## src/hdl/icymd_pkg.sv

```systemverilog
`timescale 1ns / 1ps
package icymd_pkg;

	localparam int FieldMaxDefault = 255;

	localparam int TitleNameLen = 11;
	localparam int UrlNameLen   = 9;
	localparam int TitleValPos  = 12;
	localparam int UrlValPos    = 10;

	localparam logic [2:0] KIND_AUDIO     = 3'd0;
	localparam logic [2:0] KIND_LENGTH    = 3'd1;
	localparam logic [2:0] KIND_META      = 3'd2;
	localparam logic [2:0] KIND_TITLE     = 3'd3;
	localparam logic [2:0] KIND_URL       = 3'd4;
	localparam logic [2:0] KIND_TITLE_END = 3'd5;
	localparam logic [2:0] KIND_URL_END   = 3'd6;

	localparam logic [7:0] CHAR_SEMI  = 8'h3B;
	localparam logic [7:0] CHAR_QUOTE = 8'h27;

	typedef struct packed {
		logic [7:0] stream_byte;
		logic       stream_start;
	} stream_in_t;

	typedef struct packed {
		logic [2:0] byte_kind;
		logic [7:0] data_byte;
	} result_t;

	// Control from the stream sequencer to the field parser.
	typedef struct packed {
		logic fire;
		logic clear;
	} field_ctl_t;

	function automatic logic [7:0] title_char(input logic [3:0] idx);
		logic [7:0] c;
		case (idx)
			4'd0:    c = "S";
			4'd1:    c = "t";
			4'd2:    c = "r";
			4'd3:    c = "e";
			4'd4:    c = "a";
			4'd5:    c = "m";
			4'd6:    c = "T";
			4'd7:    c = "i";
			4'd8:    c = "t";
			4'd9:    c = "l";
			4'd10:   c = "e";
			default: c = 8'h00;
		endcase
		return c;
	endfunction

	function automatic logic [7:0] url_char(input logic [3:0] idx);
		logic [7:0] c;
		case (idx)
			4'd0:    c = "S";
			4'd1:    c = "t";
			4'd2:    c = "r";
			4'd3:    c = "e";
			4'd4:    c = "a";
			4'd5:    c = "m";
			4'd6:    c = "U";
			4'd7:    c = "r";
			4'd8:    c = "l";
			default: c = 8'h00;
		endcase
		return c;
	endfunction

endpackage

```

## src/hdl/icymd_field.sv

```systemverilog
`timescale 1ns / 1ps
module icymd_field #(
	parameter int FIELD_MAX = icymd_pkg::FieldMaxDefault
) (
	input  logic                   clk,
	input  logic                   arst_n,
	input  icymd_pkg::field_ctl_t  ctl,
	input  logic [7:0]             char_in,
	output logic [2:0]             kind
);
	import icymd_pkg::*;

	localparam int FW = $clog2(FIELD_MAX + 1);

	logic [FW-1:0] fp_q;
	logic          title_q;
	logic          url_q;

	logic [FW-1:0] fp_d;
	logic          title_d;
	logic          url_d;
	logic          title_n;
	logic          url_n;

	always_comb begin
		kind    = KIND_META;
		fp_d    = fp_q;
		title_d = title_q;
		url_d   = url_q;
		title_n = title_q;
		url_n   = url_q;
		if (char_in == CHAR_SEMI) begin
			if (title_q && fp_q > FW'(TitleValPos)) begin
				kind = KIND_TITLE_END;
			end else if (url_q && fp_q > FW'(UrlValPos)) begin
				kind = KIND_URL_END;
			end
			fp_d    = '0;
			title_d = 1'b1;
			url_d   = 1'b1;
		end else if (char_in == CHAR_QUOTE) begin
			kind = KIND_META;
		end else if (fp_q < FW'(FIELD_MAX)) begin
			if (fp_q < FW'(TitleNameLen) && char_in != title_char(fp_q[3:0])) begin
				title_n = 1'b0;
			end
			if (fp_q < FW'(UrlNameLen) && char_in != url_char(fp_q[3:0])) begin
				url_n = 1'b0;
			end
			if (title_n && fp_q >= FW'(TitleValPos)) begin
				kind = KIND_TITLE;
			end else if (url_n && fp_q >= FW'(UrlValPos)) begin
				kind = KIND_URL;
			end
			title_d = title_n;
			url_d   = url_n;
			fp_d    = fp_q + FW'(1);
		end
	end

	always_ff @(posedge clk or negedge arst_n) begin
		if (!arst_n) begin
			fp_q    <= '0;
			title_q <= 1'b1;
			url_q   <= 1'b1;
		end else if (ctl.clear) begin
			fp_q    <= '0;
			title_q <= 1'b1;
			url_q   <= 1'b1;
		end else if (ctl.fire) begin
			fp_q    <= fp_d;
			title_q <= title_d;
			url_q   <= url_d;
		end
	end

endmodule

```

## src/hdl/icy_metadata_demux_core.sv

```systemverilog
`timescale 1ns / 1ps
// Splits an ICY stream body into audio and in-band metadata, one byte per
// transaction, and gives one result per byte naming what the byte is: audio,
// the length byte, plain metadata, a StreamTitle or StreamUrl value character,
// or the end of such a value. meta_interval sets the audio run between
// metadata blocks; zero passes everything as audio. A byte is classified in
// the cycle it is accepted and its result is held in the output register, so
// the block takes one byte every clock cycle; in_ready drops only while a
// result sits in the output register and out_ready is low.
module icy_metadata_demux_core #(
	parameter int FIELD_MAX = icymd_pkg::FieldMaxDefault
) (
	input  logic                  clk,
	input  logic                  arst_n,
	input  logic                  cfg_valid,
	output logic                  cfg_ready,
	input  logic [15:0]           cfg_data,
	input  logic                  in_valid,
	output logic                  in_ready,
	input  icymd_pkg::stream_in_t in_data,
	output logic                  out_valid,
	input  logic                  out_ready,
	output icymd_pkg::result_t    out_data
);
	import icymd_pkg::*;

	localparam logic [1:0] PH_AUDIO = 2'd0;
	localparam logic [1:0] PH_LEN   = 2'd1;
	localparam logic [1:0] PH_META  = 2'd2;

	logic [15:0] meta_interval_q;
	logic [1:0]  phase_q;
	logic [15:0] audio_count_q;
	logic [11:0] meta_rem_q;
	logic        out_valid_q;
	result_t     out_q;

	logic        acc;
	logic [1:0]  phase_eff;
	logic [15:0] count_eff;
	logic [11:0] rem_eff;
	logic [11:0] rem_dec;
	logic [16:0] count_inc;
	logic [1:0]  phase_d;
	logic [15:0] count_d;
	logic [11:0] rem_d;
	logic [2:0]  kind;
	logic [2:0]  field_kind;
	field_ctl_t  fctl;

	assign cfg_ready = 1'b1;
	assign in_ready  = !out_valid_q || out_ready;
	assign acc       = in_valid && in_ready;
	assign out_valid = out_valid_q;
	assign out_data  = out_q;

	// A new connection restarts the stream before its first byte is handled.
	assign phase_eff = in_data.stream_start ? PH_AUDIO : phase_q;
	assign count_eff = in_data.stream_start ? '0 : audio_count_q;
	assign rem_eff   = in_data.stream_start ? '0 : meta_rem_q;
	assign rem_dec   = rem_eff - 12'd1;
	assign count_inc = {1'b0, count_eff} + 17'd1;

	always_comb begin
		kind       = KIND_AUDIO;
		phase_d    = PH_AUDIO;
		count_d    = count_eff;
		rem_d      = rem_eff;
		fctl.fire  = 1'b0;
		fctl.clear = acc && in_data.stream_start;
		case (phase_eff)
			PH_LEN: begin
				kind       = KIND_LENGTH;
				rem_d      = {in_data.stream_byte, 4'b0000};
				phase_d    = (in_data.stream_byte != 8'd0) ? PH_META : PH_AUDIO;
				fctl.clear = acc;
			end
			PH_META: begin
				kind      = field_kind;
				rem_d     = rem_dec;
				fctl.fire = acc;
				if (rem_dec == 12'd0) begin
					phase_d    = PH_AUDIO;
					fctl.clear = acc;
				end else begin
					phase_d = PH_META;
				end
			end
			default: begin
				kind = KIND_AUDIO;
				if (meta_interval_q != 16'd0) begin
					if (count_inc >= {1'b0, meta_interval_q}) begin
						count_d = '0;
						phase_d = PH_LEN;
					end else begin
						count_d = count_inc[15:0];
					end
				end
			end
		endcase
	end

	icymd_field #(
		.FIELD_MAX(FIELD_MAX)
	) u_field (
		.clk     (clk),
		.arst_n  (arst_n),
		.ctl     (fctl),
		.char_in (in_data.stream_byte),
		.kind    (field_kind)
	);

	always_ff @(posedge clk or negedge arst_n) begin
		if (!arst_n) begin
			meta_interval_q <= '0;
		end else if (cfg_valid && cfg_ready) begin
			meta_interval_q <= cfg_data;
		end
	end

	always_ff @(posedge clk or negedge arst_n) begin
		if (!arst_n) begin
			phase_q       <= PH_AUDIO;
			audio_count_q <= '0;
			meta_rem_q    <= '0;
			out_valid_q   <= 1'b0;
		end else begin
			if (acc) begin
				phase_q       <= phase_d;
				audio_count_q <= count_d;
				meta_rem_q    <= rem_d;
				out_valid_q   <= 1'b1;
			end else if (out_ready) begin
				out_valid_q <= 1'b0;
			end
		end
	end

	always_ff @(posedge clk) begin
		if (acc) begin
			out_q.byte_kind <= kind;
			out_q.data_byte <= in_data.stream_byte;
		end
	end

	// Inside a metadata block there is always at least one byte left to come.
	a_meta_nonempty: assert property (@(posedge clk) disable iff (!arst_n)
		phase_q == PH_META |-> meta_rem_q != 12'd0)
		else $error("metadata phase with no bytes remaining");

	// With extraction disabled, an audio byte never leads to a length byte.
	a_interval_off: assert property (@(posedge clk) disable iff (!arst_n)
		acc && meta_interval_q == 16'd0 && phase_q != PH_LEN && phase_q != PH_META
		|=> phase_q == PH_AUDIO)
		else $error("metadata phase entered with interval zero");

	// A field end is only ever reported on the separator character.
	a_end_on_semi: assert property (@(posedge clk) disable iff (!arst_n)
		out_valid_q && (out_q.byte_kind == KIND_TITLE_END || out_q.byte_kind == KIND_URL_END)
		|-> out_q.data_byte == CHAR_SEMI)
		else $error("field end reported on a non-separator byte");

endmodule
```

## config.mk

```make
export PLATFORM = sky130hd
export DESIGN_NAME = icy_metadata_demux_core
export DESIGN_NICKNAME = d
export VERILOG_FILES = /design/src/hdl/icymd_pkg.sv /design/src/hdl/icymd_field.sv /design/src/hdl/icy_metadata_demux_core.sv
export SDC_FILE = /design/constraint.sdc
export NUM_CORES = 1
export LEC_CHECK = 0
export ABC_AREA = 1
export BUFFER_PORTS_ARGS = -buffer_cell sky130_fd_sc_hd__buf_2
export CAP_MARGIN = 10
export CORE_UTILIZATION = 25
export DETAILED_ROUTE_END_ITERATION = 8
export GPL_TIMING_DRIVEN = 0
export SYNTH_ARGS = -nofsm -noshare
export SYNTH_HDL_FRONTEND = slang
export SYNTH_HIERARCHICAL = 1
export SYNTH_SLANG_ARGS = --single-unit
```

## constraint.sdc

```tcl
create_clock -name clk -period 4 [get_ports clk]
set_input_delay 0.2 -clock clk [delete_from_list [all_inputs] [get_ports clk]]
set_output_delay 0.2 -clock clk [all_outputs]
set_load 0.03 [all_outputs]
```

==> results.sh <==
export IMPL_clkTransAtPathRegs_ps=60
export IMPL_layout_commonest_cell="nand2_1"
export IMPL_placed_area_sq_um=6145
export IMPL_worstPathArrival_ps=3510
export IMPL_crit_type="register to register"
export IMPL_nNetsFinal=960
export IMPL_initial_utilization_pct=25.50
export IMPL_ant_nets=0
export IMPL_rows=54
export IMPL_vias=5380
export IMPL_status="complete, but fails checks"
export IMPL_relSlewSlack_pct=40.67
export IMPL_worstMarginPinSlew_ps=890.0
export IMPL_grt_pass1_wl_mm=24.84
export IMPL_violations="hold timing"
export IMPL_slowest_stage="dfrtp_1"
export IMPL_portBuffers=42
export IMPL_drc=0
export IMPL_rsz0062_at_grt="no"
export IMPL_cts_buffer_depth=2
export IMPL_syn_area_sq_um=5564
export IMPL_synthDistinctLibCells=47
export IMPL_grt_ovfl_total=0
export IMPL_globalplace_congestion=0.8631
export IMPL_cpMostUsedCell="nand2_1"
export IMPL_period_needed_ps=3223
export IMPL_peakVddDrop_v=0.0002017
export IMPL_drt_pass1_iter_count=5
export IMPL_cts_max_level=3
export IMPL_pre_cts_ws_ps=616.9
export IMPL_final_setup_viol_count=0
export IMPL_wl_met2_mm=6.942
export IMPL_syn_inst=848
export IMPL_syn_area_per_cell_sq_um=6.561
export IMPL_final_cell_area_sq_um=6469
export IMPL_drt_initial_drc_count=330
export IMPL_multi_input_area_sq_um=3142
export IMPL_synth_top_family_by_area="simple AND/OR/NAND/NOR gates"
export IMPL_rr_worst_depth=22
export IMPL_ff_latch_area_sq_um=1759
export IMPL_n_antenna_cell=0
export IMPL_path_cells="inv_1, nor2_4, ha_1, nand4_2, nor2_2, nand2_2, nor2_2, xor2_1, inv_1, ha_1, a21oi_1, nor3_1, nor3_1, nand2_1, nand2_1, nand2_1, nand2_1, buf_4, nand3_1, nand2_1, nand2_1, nand2_1"
export IMPL_holdBufCountCts=0
export IMPL_muxShareOfSynthArea_pct=0
export IMPL_hold_ws_ps=-30.75
export IMPL_yosys_most_used_dff="dfrtp_1"
export IMPL_die_area_sq_um=22860
export IMPL_setup_slack_ps=776.6
export IMPL_place_detailed_hpwl_mm=10.93
export IMPL_io_pins=44
export IMPL_highest_signal_layer="met4"
export IMPL_fin_tns_setup_ps=0
export IMPL_cts_root_buf="clkbuf_16"
export IMPL_cpPeakStageDelay_ps=340
export IMPL_cp_max_fo=10
export IMPL_cap_violations=0
export IMPL_core_sq_um=21820
export IMPL_grt_pass1_vias=5138
export IMPL_crit_required_ps=4280
export IMPL_clock_sinks=68
export IMPL_hold_viol=30
export IMPL_clkLatencyLatePin_ps=360
export IMPL_grt_max_degree=36
export IMPL_ys_ff_latch=68
export IMPL_synth_fa_ha_area_share_pct=6.296
export IMPL_met1_length_mm=6.818
export IMPL_syn_nets=906
export IMPL_drive_gt1_share_pct=14.00
export IMPL_cts_tree="yes"
export IMPL_ys_seq_area_share_pct=31.62
export IMPL_total_leakage_power_nw=3.393
export IMPL_fin_crit_sh_pct=80.58
export IMPL_post_cts_setup_buffer_count=0
export IMPL_cts_resized=0
export IMPL_via_per_inst=4.532
export IMPL_mostFrequentLayoutCells="nand2_1 (272), inv_1 (120), nor2_1 (70)"
export IMPL_num_fill_cells=2386
export IMPL_postSynth_asyncResetShare_pct=83.82
export IMPL_antenna_found_initial=0
export IMPL_power_density_nw_per_um2=430.7
export IMPL_track_usage_pct=13.87
export IMPL_die_h_um=151.2
export IMPL_clock_skew_final_ps=12.22
export IMPL_dieWidth_um=151.2
export IMPL_wl_met3_um=484
export IMPL_area_growth_synth_to_final_pct=16.26
export IMPL_fmax_mhz=310.2
export IMPL_yosys_area_share_simple_pct=37.10
export IMPL_power_mw=2.786
export IMPL_wire_per_inst_um=12.30
export IMPL_min_path_type="input pin to asynchronous set/reset pin"
export IMPL_cts_buffers=9
export IMPL_synth_edf_count=11
export IMPL_drv_slew=0
export IMPL_synth_compound_gate_area_share_pct=11.42
export IMPL_synth_xor_area_share_pct=1.574
export IMPL_startpoint_type="register"
export IMPL_routed_wirelength_mm=14.60
export IMPL_synth_warnings=6
export IMPL_cp_end_kind="register"
state kept, by name, summed over array words and instances, names as in the netlist:
name	cells
audio_count_q	16
meta_interval_q	16
meta_rem_q	12
out_data	11
u_field/fp_q	8
phase_q	2
out_valid	1
u_field/title_q	1
u_field/url_q	1
worst max-delay path: cells and delay by family (launching register included):
family	cells	cell delay [ps]
XOR/XNOR	1	220
AO/OA/AOI/OAI	1	130
flip-flops	1	340
adder cells (fa/ha/maj)	2	520
buffers and inverters	3	350
AND/OR/NAND/NOR	15	1610
cells by family (layout without fill, tap and decap cells):
family                     after synthesis  after routing
AOI/OAI and AO/OA                      118            118
other                                    1              1
DFF                                     68             68
buffers and inverters                  156            215
and+or+nand+nor                        467            467
xor gates and xnor gates                10             10
adders and majority gates               28             28
where the power goes:
part / leakage, nW / switching [mW] / internal (mW)
clock network: 0.156 / 0.348 / 0.550
registers: 0.829 / 0.0880 / 0.809
logic: 2.41 / 0.644 / 0.347
total: 3.39 / 1.08 / 1.71
Yosys cell counts, types with 2 or more instances:
cell      number  area [sq um]
dfrtp_1       55          1376
nor2_2        10         62.56
nand3b_1       2         15.01
nand2_4        3         33.78
or2_2          3         18.77
a31oi_1        7         43.79
edfxtp_1      11         330.3
clkbuf_1      13         48.80
a21oi_1       42         210.2
buf_2          2         10.01
o21ai_1        2         10.01
o21ai_0       54         270.3
nor2_1        70         262.8
nand3_2        8         80.08
o21ai_2        3         26.28
buf_4          4         30.03
dfstp_2        2         52.55
nor3_1        10         50.05
buf_6          6         67.56
xor2_1         9         78.83
o21a_1         4         30.03
clkinv_1       2         7.510
inv_2          7         26.28
nand3_1       55         275.3
inv_1        120         450.4
nand4_1       12         75.07
nor2_4         3         33.78
nand2_1      272          1021
nand2_2       11         68.82
nor4_1         2         12.51
ha_1          28         350.3
worst paths after layout:
check | endpoint | slack [ps] | start
setup / recovery | audio_count_q[6]$_DFFE_PN0P_ | 780 | audio_count_q[0]$_DFFE_PN0P_
hold / removal | meta_interval_q[1]$_DFFE_PN0P_ | -30 | arst_n
setup reg to reg | audio_count_q[6]$_DFFE_PN0P_ | 780 | audio_count_q[0]$_DFFE_PN0P_
hold reg to reg | u_field/title_q$_DFFE_PN1P_ | 480 | u_field/title_q$_DFFE_PN1P_
max in group asynchronous | u_field/title_q$_DFFE_PN1P_ | 3310 | arst_n
min in group clk | meta_interval_q[10]$_DFFE_PN0P_ | 50 | cfg_data[10]
metal layers:
layer,global-route usage [%],up-vias
li1,-,2790
met1,18.18,2466
met2,22.33,96
met3,2.259,28
met4,6.050,0
met5,0,-
stage by stage:
| stage | std cells | util, % |
|---|---|---|
| after global placement | 1170 | 28.06 |
| after CTS | 1187 | 29.64 |
| after global routing | 1187 | 29.64 |
| after detailed placement | 1171 | 28.16 |
| after floorplan | 848 | - |
| final | 1187 | 29.64 |
layout make-up:
class                      instances  share of cell area, %
inverter                         130                  7.621
multi-input combinational        624                  48.57
clock inverter                     7                  1.528
tap                              280                  5.416
clock buffer                       9                  3.482
sequential                        68                  27.20
buffer                            26                  2.631
timing repair buffer              43                  3.559
Note: power is estimated with default switching activity, not from simulation.
